### config.mk
export PLATFORM = sky130hd
export DESIGN_NAME = lod_patch_index_stitch
export DESIGN_NICKNAME = d
export VERILOG_FILES = /design/src/hdl/lpis_pkg.sv /design/src/hdl/lpis_front.sv /design/src/hdl/lpis_queue.sv /design/src/hdl/lpis_back.sv /design/src/hdl/lod_patch_index_stitch.sv
export SDC_FILE = /design/constraint.sdc
export NUM_CORES = 2
export LEC_CHECK = 0
export BUFFER_PORTS_ARGS = -buffer_cell sky130_fd_sc_hd__buf_2
export CAP_MARGIN = 20
export CELL_PAD_IN_SITES_DETAIL_PLACEMENT = 1
export CELL_PAD_IN_SITES_GLOBAL_PLACEMENT = 2
export CORE_MARGIN = 2
export CORE_UTILIZATION = 45
export CTS_CLUSTER_SIZE = 20
export DETAILED_ROUTE_END_ITERATION = 10
export PLACE_DENSITY = 0.84
export SLEW_MARGIN = 10
export SYNTH_ARGS = -nofsm -noshare
export SYNTH_HDL_FRONTEND = slang
export SYNTH_SLANG_ARGS = --single-unit
### constraint.sdc
create_clock -name clk_i -period 16 [get_ports clk_i]
set_input_delay 1.6 -clock clk_i [delete_from_list [all_inputs] [get_ports clk_i]]
set_output_delay 1.6 -clock clk_i [all_outputs]
set_load 0.05 [all_outputs]
### src/hdl/lpis_pkg.sv
// Shared types, constants and register codes for the terrain quad index stitcher.
package lpis_pkg;

  // Field widths
  localparam int unsigned PatchW    = 9;
  localparam int unsigned QuadW     = 7;
  localparam int unsigned LodW      = 3;
  localparam int unsigned NbLodW    = 4;
  localparam int unsigned MapSideW  = 13;
  localparam int unsigned CellsLogW = 3;
  localparam int unsigned IdxW      = 25;
  localparam int unsigned CfgDataW  = 13;
  localparam int unsigned CfgIdxW   = 1;

  // Patch-local vertex coordinate: quad origin plus step, up to 255
  localparam int unsigned VtxW   = 8;
  // Global vertex coordinate: local coordinate plus patch offset
  localparam int unsigned CoordW = 17;

  // Register reset values
  localparam logic [MapSideW-1:0]  MapSideRst  = 13'd257;
  localparam logic [CellsLogW-1:0] CellsLogRst = 3'd5;

  // Default queue depth between front and back
  localparam int unsigned QueueDepthDef = 2;

  // Corner order inside a quad beat
  localparam int unsigned NumCorners = 4;
  localparam int unsigned CornerOO   = 0;  // (x,   z)
  localparam int unsigned CornerSO   = 1;  // (x+s, z)
  localparam int unsigned CornerOS   = 2;  // (x,   z+s)
  localparam int unsigned CornerSS   = 3;  // (x+s, z+s)

  typedef enum logic [CfgIdxW-1:0] {
    CFG_MAP_SIDE        = 1'd0,
    CFG_PATCH_CELLS_LOG2 = 1'd1
  } cfg_reg_e;

  typedef struct packed {
    logic [CoordW-1:0] row;
    logic [CoordW-1:0] col;
  } corner_t;

  typedef corner_t [NumCorners-1:0] quad_t;

  typedef struct packed {
    logic full;
    logic valid;
  } queue_stat_t;

endpackage

### src/hdl/lpis_front.sv
// Front end: snaps and clamps the four quad corners and forms their global coordinates.
module lpis_front (
  input  logic                              start_i,
  input  logic                              queue_full_i,
  input  logic [lpis_pkg::CellsLogW-1:0]    patch_cells_log2_i,
  input  logic [lpis_pkg::PatchW-1:0]       patch_col_i,
  input  logic [lpis_pkg::PatchW-1:0]       patch_row_i,
  input  logic [lpis_pkg::QuadW-1:0]        quad_x_i,
  input  logic [lpis_pkg::QuadW-1:0]        quad_z_i,
  input  logic [lpis_pkg::LodW-1:0]         own_lod_i,
  input  logic signed [lpis_pkg::NbLodW-1:0] top_lod_i,
  input  logic signed [lpis_pkg::NbLodW-1:0] bottom_lod_i,
  input  logic signed [lpis_pkg::NbLodW-1:0] left_lod_i,
  input  logic signed [lpis_pkg::NbLodW-1:0] right_lod_i,
  output logic                              push_o,
  output lpis_pkg::quad_t                   quad_o
);
  import lpis_pkg::*;

  // True when the neighbor is present, coarser, and pos is off its grid
  function automatic logic needs_snap(logic signed [NbLodW-1:0] nb, logic [LodW-1:0] own,
                                      logic [VtxW-1:0] pos);
    logic [VtxW-1:0] mask;
    mask = VtxW'((VtxW'(1) << nb[LodW-1:0]) - VtxW'(1));
    return !nb[NbLodW-1] && (own < nb[LodW-1:0]) && ((pos & mask) != '0);
  endfunction

  // Drop pos onto the neighbor's grid
  function automatic logic [VtxW-1:0] snap_down(logic signed [NbLodW-1:0] nb,
                                                logic [VtxW-1:0] pos);
    logic [VtxW-1:0] mask;
    mask = VtxW'((VtxW'(1) << nb[LodW-1:0]) - VtxW'(1));
    return pos & ~mask;
  endfunction

  logic [VtxW-1:0] cells;
  logic [VtxW-1:0] step;
  logic [VtxW-1:0] x_lo, x_hi, z_lo, z_hi;
  logic [CoordW-1:0] col_base, row_base;
  logic [VtxW-1:0] vx_in [NumCorners];
  logic [VtxW-1:0] vz_in [NumCorners];

  assign cells    = VtxW'(VtxW'(1) << patch_cells_log2_i);
  assign step     = VtxW'(VtxW'(1) << own_lod_i);
  assign x_lo     = VtxW'(quad_x_i);
  assign z_lo     = VtxW'(quad_z_i);
  assign x_hi     = VtxW'(quad_x_i) + step;
  assign z_hi     = VtxW'(quad_z_i) + step;
  assign col_base = CoordW'(patch_col_i) << patch_cells_log2_i;
  assign row_base = CoordW'(patch_row_i) << patch_cells_log2_i;

  assign vx_in[CornerOO] = x_lo;  assign vz_in[CornerOO] = z_lo;
  assign vx_in[CornerSO] = x_hi;  assign vz_in[CornerSO] = z_lo;
  assign vx_in[CornerOS] = x_lo;  assign vz_in[CornerOS] = z_hi;
  assign vx_in[CornerSS] = x_hi;  assign vz_in[CornerSS] = z_hi;

  // Snap each corner along x, then along z, then clamp to the patch
  for (genvar c = 0; c < NumCorners; c++) begin : g_corner
    logic [VtxW-1:0] vx_s, vz_s, vx_c, vz_c;

    always_comb begin
      vx_s = vx_in[c];
      if (vz_in[c] == '0 && needs_snap(top_lod_i, own_lod_i, vx_in[c])) begin
        vx_s = snap_down(top_lod_i, vx_in[c]);
      end else if (vz_in[c] == cells && needs_snap(bottom_lod_i, own_lod_i, vx_in[c])) begin
        vx_s = snap_down(bottom_lod_i, vx_in[c]);
      end

      vz_s = vz_in[c];
      if (vx_s == '0 && needs_snap(left_lod_i, own_lod_i, vz_in[c])) begin
        vz_s = snap_down(left_lod_i, vz_in[c]);
      end else if (vx_s == cells && needs_snap(right_lod_i, own_lod_i, vz_in[c])) begin
        vz_s = snap_down(right_lod_i, vz_in[c]);
      end

      vx_c = (vx_s > cells) ? cells : vx_s;
      vz_c = (vz_s > cells) ? cells : vz_s;
    end

    assign quad_o[c].col = col_base + CoordW'(vx_c);
    assign quad_o[c].row = row_base + CoordW'(vz_c);
  end

  assign push_o = start_i && !queue_full_i;

endmodule

### src/hdl/lpis_queue.sv
// Short queue of classified quad beats between front and back.
module lpis_queue #(
  parameter int unsigned DEPTH = lpis_pkg::QueueDepthDef
) (
  input  logic                  clk_i,
  input  logic                  rst_ni,
  input  logic                  push_i,
  input  lpis_pkg::quad_t       data_i,
  input  logic                  pop_i,
  output lpis_pkg::quad_t       data_o,
  output lpis_pkg::queue_stat_t stat_o
);
  import lpis_pkg::*;

  localparam int unsigned PtrW = (DEPTH > 1) ? $clog2(DEPTH) : 1;
  localparam int unsigned CntW = $clog2(DEPTH + 1);

  quad_t           mem_q [DEPTH];
  logic [PtrW-1:0] wr_ptr_q, wr_ptr_d;
  logic [PtrW-1:0] rd_ptr_q, rd_ptr_d;
  logic [CntW-1:0] count_q, count_d;
  logic            do_pop;

  assign do_pop = pop_i && (count_q != '0);

  // Advance pointers with wrap at the depth and track the fill count
  always_comb begin
    wr_ptr_d = wr_ptr_q;
    rd_ptr_d = rd_ptr_q;
    count_d  = count_q;
    if (push_i) begin
      wr_ptr_d = (wr_ptr_q == PtrW'(DEPTH - 1)) ? '0 : wr_ptr_q + PtrW'(1);
    end
    if (do_pop) begin
      rd_ptr_d = (rd_ptr_q == PtrW'(DEPTH - 1)) ? '0 : rd_ptr_q + PtrW'(1);
    end
    if (push_i && !do_pop) begin
      count_d = count_q + CntW'(1);
    end else if (!push_i && do_pop) begin
      count_d = count_q - CntW'(1);
    end
  end

  always_ff @(posedge clk_i or negedge rst_ni) begin
    if (!rst_ni) begin
      wr_ptr_q <= '0;
      rd_ptr_q <= '0;
      count_q  <= '0;
    end else begin
      wr_ptr_q <= wr_ptr_d;
      rd_ptr_q <= rd_ptr_d;
      count_q  <= count_d;
    end
  end

  // Store the incoming beat
  always_ff @(posedge clk_i) begin
    if (push_i) begin
      mem_q[wr_ptr_q] <= data_i;
    end
  end

  assign data_o       = mem_q[rd_ptr_q];
  assign stat_o.valid = (count_q != '0);
  assign stat_o.full  = (count_q == CntW'(DEPTH));

endmodule

### src/hdl/lpis_back.sv
// Back end: multiplies rows by the map side and adds columns, two register stages.
module lpis_back (
  input  logic                            clk_i,
  input  logic                            rst_ni,
  input  lpis_pkg::queue_stat_t           queue_stat_i,
  input  lpis_pkg::quad_t                 quad_i,
  input  logic [lpis_pkg::MapSideW-1:0]   map_side_i,
  output logic                            pop_o,
  output logic                            done_o,
  output logic [lpis_pkg::IdxW-1:0]       idx_oo_o,
  output logic [lpis_pkg::IdxW-1:0]       idx_so_o,
  output logic [lpis_pkg::IdxW-1:0]       idx_os_o,
  output logic [lpis_pkg::IdxW-1:0]       idx_ss_o
);
  import lpis_pkg::*;

  localparam int unsigned ProdW = CoordW + MapSideW;

  logic              mul_vld_q, out_vld_q;
  logic [IdxW-1:0]   prod_q [NumCorners];
  logic [CoordW-1:0] col_q  [NumCorners];
  logic [IdxW-1:0]   idx_q  [NumCorners];

  // The receiver never stalls, so drain one beat each cycle whenever the queue holds one
  assign pop_o = queue_stat_i.valid;

  always_ff @(posedge clk_i or negedge rst_ni) begin
    if (!rst_ni) begin
      mul_vld_q <= 1'b0;
      out_vld_q <= 1'b0;
    end else begin
      mul_vld_q <= queue_stat_i.valid;
      out_vld_q <= mul_vld_q;
    end
  end

  // Stage one: row times map side, keep the low index bits; stage two adds the column
  for (genvar c = 0; c < NumCorners; c++) begin : g_mul
    logic [IdxW-1:0] prod;
    assign prod = IdxW'(ProdW'(quad_i[c].row) * ProdW'(map_side_i));

    always_ff @(posedge clk_i) begin
      prod_q[c] <= prod;
      col_q[c]  <= quad_i[c].col;
      idx_q[c]  <= prod_q[c] + IdxW'(col_q[c]);
    end
  end

  assign done_o   = out_vld_q;
  assign idx_oo_o = idx_q[CornerOO];
  assign idx_so_o = idx_q[CornerSO];
  assign idx_os_o = idx_q[CornerOS];
  assign idx_ss_o = idx_q[CornerSS];

endmodule

### src/hdl/lod_patch_index_stitch.sv
// Top level of the crack-free terrain quad index generator.
//
// Usage: raise start_i with one quad on the input ports; the beat is taken at
// the rising edge where start_i is high and busy_o is low. Each beat names a
// patch, the quad origin inside it, its level of detail and the levels of its
// four neighbors (negative means absent). The six triangle indices appear on
// tri0_*/tri1_* for exactly one cycle, marked by done_o, and must be taken
// then: the receiver cannot hold them off.
// done_o marks a beat once it has passed the queue and both back-end stages.
// Throughput: one quad per cycle while busy_o is low, set by the combinational
// corner front end and the two-stage multiply/add back end, which pops the
// queue whenever it holds a beat. busy_o shows a full front/back queue; with
// the back end never stalled it stays low for a QUEUE_DEPTH of two or more.
// Configuration: cfg_we_i writes cfg_data_i into register cfg_idx_i at the
// clock edge; write only while no quad is in flight.
// Reset clears the queue and pipeline valids and restores map side 257 and
// patch cells log2 of 5.
module lod_patch_index_stitch #(
  parameter int unsigned QUEUE_DEPTH = lpis_pkg::QueueDepthDef
) (
  input  logic                               clk_i,
  input  logic                               rst_ni,
  input  logic                               cfg_we_i,
  input  logic [lpis_pkg::CfgIdxW-1:0]       cfg_idx_i,
  input  logic [lpis_pkg::CfgDataW-1:0]      cfg_data_i,
  input  logic                               start_i,
  output logic                               busy_o,
  input  logic [lpis_pkg::PatchW-1:0]        patch_col_i,
  input  logic [lpis_pkg::PatchW-1:0]        patch_row_i,
  input  logic [lpis_pkg::QuadW-1:0]         quad_x_i,
  input  logic [lpis_pkg::QuadW-1:0]         quad_z_i,
  input  logic [lpis_pkg::LodW-1:0]          own_lod_i,
  input  logic signed [lpis_pkg::NbLodW-1:0] top_lod_i,
  input  logic signed [lpis_pkg::NbLodW-1:0] bottom_lod_i,
  input  logic signed [lpis_pkg::NbLodW-1:0] left_lod_i,
  input  logic signed [lpis_pkg::NbLodW-1:0] right_lod_i,
  output logic                               done_o,
  output logic [lpis_pkg::IdxW-1:0]          tri0_a_o,
  output logic [lpis_pkg::IdxW-1:0]          tri0_b_o,
  output logic [lpis_pkg::IdxW-1:0]          tri0_c_o,
  output logic [lpis_pkg::IdxW-1:0]          tri1_a_o,
  output logic [lpis_pkg::IdxW-1:0]          tri1_b_o,
  output logic [lpis_pkg::IdxW-1:0]          tri1_c_o
);
  import lpis_pkg::*;

  logic [MapSideW-1:0]  map_side_q;
  logic [CellsLogW-1:0] cells_log2_q;
  logic                 push, pop;
  quad_t                front_quad, queue_quad;
  queue_stat_t          queue_stat;
  logic [IdxW-1:0]      idx_oo, idx_so, idx_os, idx_ss;

  // Configuration registers
  always_ff @(posedge clk_i or negedge rst_ni) begin
    if (!rst_ni) begin
      map_side_q   <= MapSideRst;
      cells_log2_q <= CellsLogRst;
    end else if (cfg_we_i) begin
      case (cfg_reg_e'(cfg_idx_i))
        CFG_MAP_SIDE:         map_side_q   <= cfg_data_i[MapSideW-1:0];
        CFG_PATCH_CELLS_LOG2: cells_log2_q <= cfg_data_i[CellsLogW-1:0];
        default:              ;
      endcase
    end
  end

  lpis_front u_front (
    .start_i            (start_i),
    .queue_full_i       (queue_stat.full),
    .patch_cells_log2_i (cells_log2_q),
    .patch_col_i        (patch_col_i),
    .patch_row_i        (patch_row_i),
    .quad_x_i           (quad_x_i),
    .quad_z_i           (quad_z_i),
    .own_lod_i          (own_lod_i),
    .top_lod_i          (top_lod_i),
    .bottom_lod_i       (bottom_lod_i),
    .left_lod_i         (left_lod_i),
    .right_lod_i        (right_lod_i),
    .push_o             (push),
    .quad_o             (front_quad)
  );

  lpis_queue #(
    .DEPTH (QUEUE_DEPTH)
  ) u_queue (
    .clk_i  (clk_i),
    .rst_ni (rst_ni),
    .push_i (push),
    .data_i (front_quad),
    .pop_i  (pop),
    .data_o (queue_quad),
    .stat_o (queue_stat)
  );

  lpis_back u_back (
    .clk_i        (clk_i),
    .rst_ni       (rst_ni),
    .queue_stat_i (queue_stat),
    .quad_i       (queue_quad),
    .map_side_i   (map_side_q),
    .pop_o        (pop),
    .done_o       (done_o),
    .idx_oo_o     (idx_oo),
    .idx_so_o     (idx_so),
    .idx_os_o     (idx_os),
    .idx_ss_o     (idx_ss)
  );

  assign busy_o   = queue_stat.full;

  // Two triangles sharing the origin and far corner
  assign tri0_a_o = idx_oo;
  assign tri0_b_o = idx_os;
  assign tri0_c_o = idx_ss;
  assign tri1_a_o = idx_oo;
  assign tri1_b_o = idx_ss;
  assign tri1_c_o = idx_so;

endmodule

==> impl_summary.md <==
Worst setup path
The data required time at the worst endpoint is 16.34 ns. The largest individual stage delay along the critical path comes from the cell xor2_1. The setup path with the least slack is of type in -> reg. The element type at the critical path end is a register. Across all register-to-register paths, the minimum setup slack is 5.80 ns.

The endpoint of the most critical register-to-register path is u_queue.mem_q[1][65]. The arrival time of the worst setup path is 11.44 ns. The number of cells on the worst reg-to-reg path is 39. Counting stages on the worst path, the most repeated cell is ha_1.

The worst setup path is launched from a primary input. The largest fanout on the critical path is 29. The delay of the slowest cell on the worst path is 0.71 ns. The beginning of the worst register-to-register path is cells_log2_q[0].

Global routing
For this run, the total global-route usage over all layers was measured as 27.08%. The global route total overflow is 0. The first global-routing pass estimated 256.1 mm of wire. The number of antenna violations at the first check in global routing is 11.

The number of global-route vias before repair is 43.46k. Entering global routing, the biggest net connects 69 pins.

Finish
In the final design database the tool counted 6757 nets. The post-route non-filler standard cell count is 7287. The layout filler cell count is 13.52k. The area growth from synthesis to layout is 8.332%. The ratio of cells with drive above 1 in the final layout is 10.98%.

Yosys
Summing the sequential cell areas from Yosys gives 25.94% of the chip area. The number of warnings issued by yosys is 0. Synthesis inferred 562 register bits. The post-synthesis average cell area is 9.749 sq um. The number of enable-type register cells in the synthesized netlist is 272. The summed instance area of the synthesized netlist is 54310 sq um. In the synthesized netlist the dominant register cell turns out to be edfxtp_1. The synthesized instance count is 5571. The async set or reset register ratio after synthesis is 3.915%. The number of distinct library cells after synthesis is 94.

Route
The detail route stage leaves a number of antenna-violating nets equal to 0. The topmost layer with routed signal wires is met4. Before antenna repair, the detailed router went through 5 iterations.

Dividing the detail-routed via count by the number of cells gives 5.497. The sum of met2 wire segment lengths after detailed routing is 79.46 mm. The total routed wirelength is 163.5 mm. The met3 routed wirelength is 7.199 mm. For this run, design rule violations remaining after detail routing come to 0. The mean routed wirelength per cell is 22.44 um.

Detailed routing inserted a total of 40.06k vias. In the final routing, the length of wire on met1 measures 72.45 mm. The first routing iteration left 1954 violations.

Timing
Final hold analysis gives a worst-case slack of 0.3542 ns. Clock skew on the completed layout was measured at 0.05268 ns. The final hold violation count is 0.

The smallest clock period supported by the final layout is computed as 11.10 ns. Setup violations remaining at the end of the flow were counted as 0. Based on the critical path, the design can be clocked at up to 90.09 MHz. Adding up every negative setup slack in the final design gives 0 ns. The final period utilization is 69.37%. The total count of max-transition violations in the final report is 0. For the pin with the worst max-slew slack, the measured transition is 1.090 ns.

Setup repair after global routing left no endpoint under its margin. The worst pin sits at a relative slew slack of 27.13%.

Place
The final HPWL from detailed placement is 126.8 mm. Input and output buffers added on the ports amount to 220. The cell total after placement is 7162. At the end of routability-driven placement, the weighted congestion stood at 0.9147.

CTS
The number of gates resized after cts is 0. The clock network latency to the later pin of the worst-skew pair is 0.67 ns. The H-tree depth is 3. In this run, post-CTS hold repair placed 0 buffers. The cell at the root of the clock tree is clkbuf_16. The clock passes through at most 3 buffers. The post-CTS setup buffer count is 0.

The clock-pin slew reported for the worst setup and hold paths after clock tree synthesis is 0.06 ns. The clock drives 562 sinks. Clock tree synthesis inserted a total of 66 buffers.

The CTS tree is done.

Run status
The run finished with clean final reports.

Floorplanning
From bottom edge to top edge, the die measures 351.4 um. The area of the placeable core is 119800 sq um. The number of placement rows is 127.

The die outline area is 123500 sq um. Pin placement for this block handled 221 I/O pins. The initial utilization of the core area, before any placement, comes to 45.33%.

The die outline width is 351.4 um.

Min path
The terminating pin of the worst hold path is u_back.done_o. The hold-critical path depth is 0. The tightest min-delay check is of the reg -> reg type.

In this run the most critical hold path is launched from u_back.mul_vld_q.

Flow run
The tool flagged a number of max-cap violations equal to 0.
worst max-delay path by stage:
stage | cells past startpoint | startpoint | slack [ns] | endpoint
4_1_cts | 43 | own_lod_i[0] | 5.00 | u_queue.mem_q[0][133]
3_5_place_dp | 43 | own_lod_i[0] | 4.33 | u_queue.mem_q[0][133]
3_3_place_gp | 43 | own_lod_i[0] | 4.46 | u_queue.mem_q[0][133]
6_report | 40 | own_lod_i[0] | 4.90 | u_queue.mem_q[0][128]
2_1_floorplan | 45 | own_lod_i[0] | 5.87 | u_queue.mem_q[0][133]
5_1_grt | 43 | own_lod_i[0] | 3.86 | u_queue.mem_q[0][133]
placed cells by master, fill, tap and decap left out, types with 41 or more instances in the layout:
master,count
a21o_1,51
a21oi_1,206
and2_1,303
buf_2,220
buf_4,48
clkbuf_16,67
dfxtp_1,268
edfxtp_1,272
fa_1,640
ha_1,428
inv_1,761
mux2_2,183
mux2i_1,41
nand2_1,691
nand2b_1,68
nand3_1,74
nor2_1,205
nor2b_1,90
nor3_1,79
o21ai_0,122
o21bai_1,42
xnor2_1,264
xor2_1,62
final cells by class:
class / instances / area [sq um] / area share [%]
multi-input cells: 3955 / 36080 / 61.31
flip-flops and latches: 562 / 14100 / 23.97
inverters: 765 / 2872 / 4.880
well taps: 1612 / 2017 / 3.428
clock buffers: 91 / 1877 / 3.190
repair buffers: 270 / 1474 / 2.505
clock inverters: 31 / 416.7 / 0.7081
diodes: 1 / 2.502 / 0.004253
through the flow:
| stage | setup WS, ns | cell area, sq um | utilization (%) |
|---|---|---|---|
| after CTS | 4.999 | 58820 | 49.10 |
| after floorplan | 5.872 | 54320 | - |
| final | 4.900 | 58840 | 49.11 |
| after global placement | 4.456 | 56530 | 47.18 |
| after detailed placement | 4.333 | 56530 | 47.18 |
| after global routing | 3.861 | 58840 | 49.11 |
worst max-delay path, delay by kind of cell:
family / cells / cell delay (ns)
xor+xnor: 4 / 1.20
compound gates: 15 / 3.35
buf+inv: 2 / 0.54
fa+ha+maj: 4 / 1.25
simple gates: 15 / 3.47
cells by family (layout without fill, tap and decap cells):
| family | Yosys count | after routing | synth area share, % |
|---|---|---|---|
| adders and majority gates | 1069 | 1069 | 33.47 |
| and+or+nand+nor | 1649 | 1649 | 14.70 |
| AOI/OAI and AO/OA | 680 | 680 | 8.254 |
| DFF | 562 | 562 | 25.94 |
| muxes | 225 | 225 | 4.570 |
| buffers and inverters | 1057 | 1157 | 7.731 |
| other | 1 | 5 | 0.006904 |
| xor gates and xnor gates | 328 | 328 | 5.328 |
Yosys cell counts (all sizes together), types with 62 or more instances:
master / number / area, sq um
clkbuf: 221 / 829.6
o21ai: 129 / 645.6
edfxtp: 272 / 8168
a21oi: 206 / 1031
nand3: 75 / 380.4
ha: 428 / 5355
nand2: 691 / 2594
dfxtp: 268 / 5365
nor2: 206 / 773.2
and2: 303 / 1896
buf: 71 / 498.0
fa: 640 / 12810
nand2b: 69 / 439.2
nor3: 81 / 415.4
mux2: 184 / 2072
xnor2: 265 / 2328
xor2: 62 / 543.0
inv: 763 / 2864
nor2b: 91 / 569.3
routing by layer:
metal | vias to the layer above | GRT usage (%)
li1 | 18150 | -
met1 | 20780 | 36.45
met2 | 937 | 46.69
met3 | 191 | 2.426
met4 | 0 | 7.405
met5 | - | 0
sequential cells by signal, summed over array words and instances (netlist names):
| name | flops |
|---|---|
| cells_log2_q | 3 |
| map_side_q | 13 |
| u_back.prod_q | 100 |
| u_queue.count_q | 2 |
| u_queue.mem_q | 272 |
| u_back.idx_q | 100 |
| u_queue.rd_ptr_q | 1 |
| u_queue.wr_ptr_q | 1 |
| u_back.col_q | 68 |
| u_back.mul_vld_q | 1 |
| u_back.done_o | 1 |
Power is not shown: default switching activity piles up to over one toggle a cycle in this logic, so the estimate is an artifact.
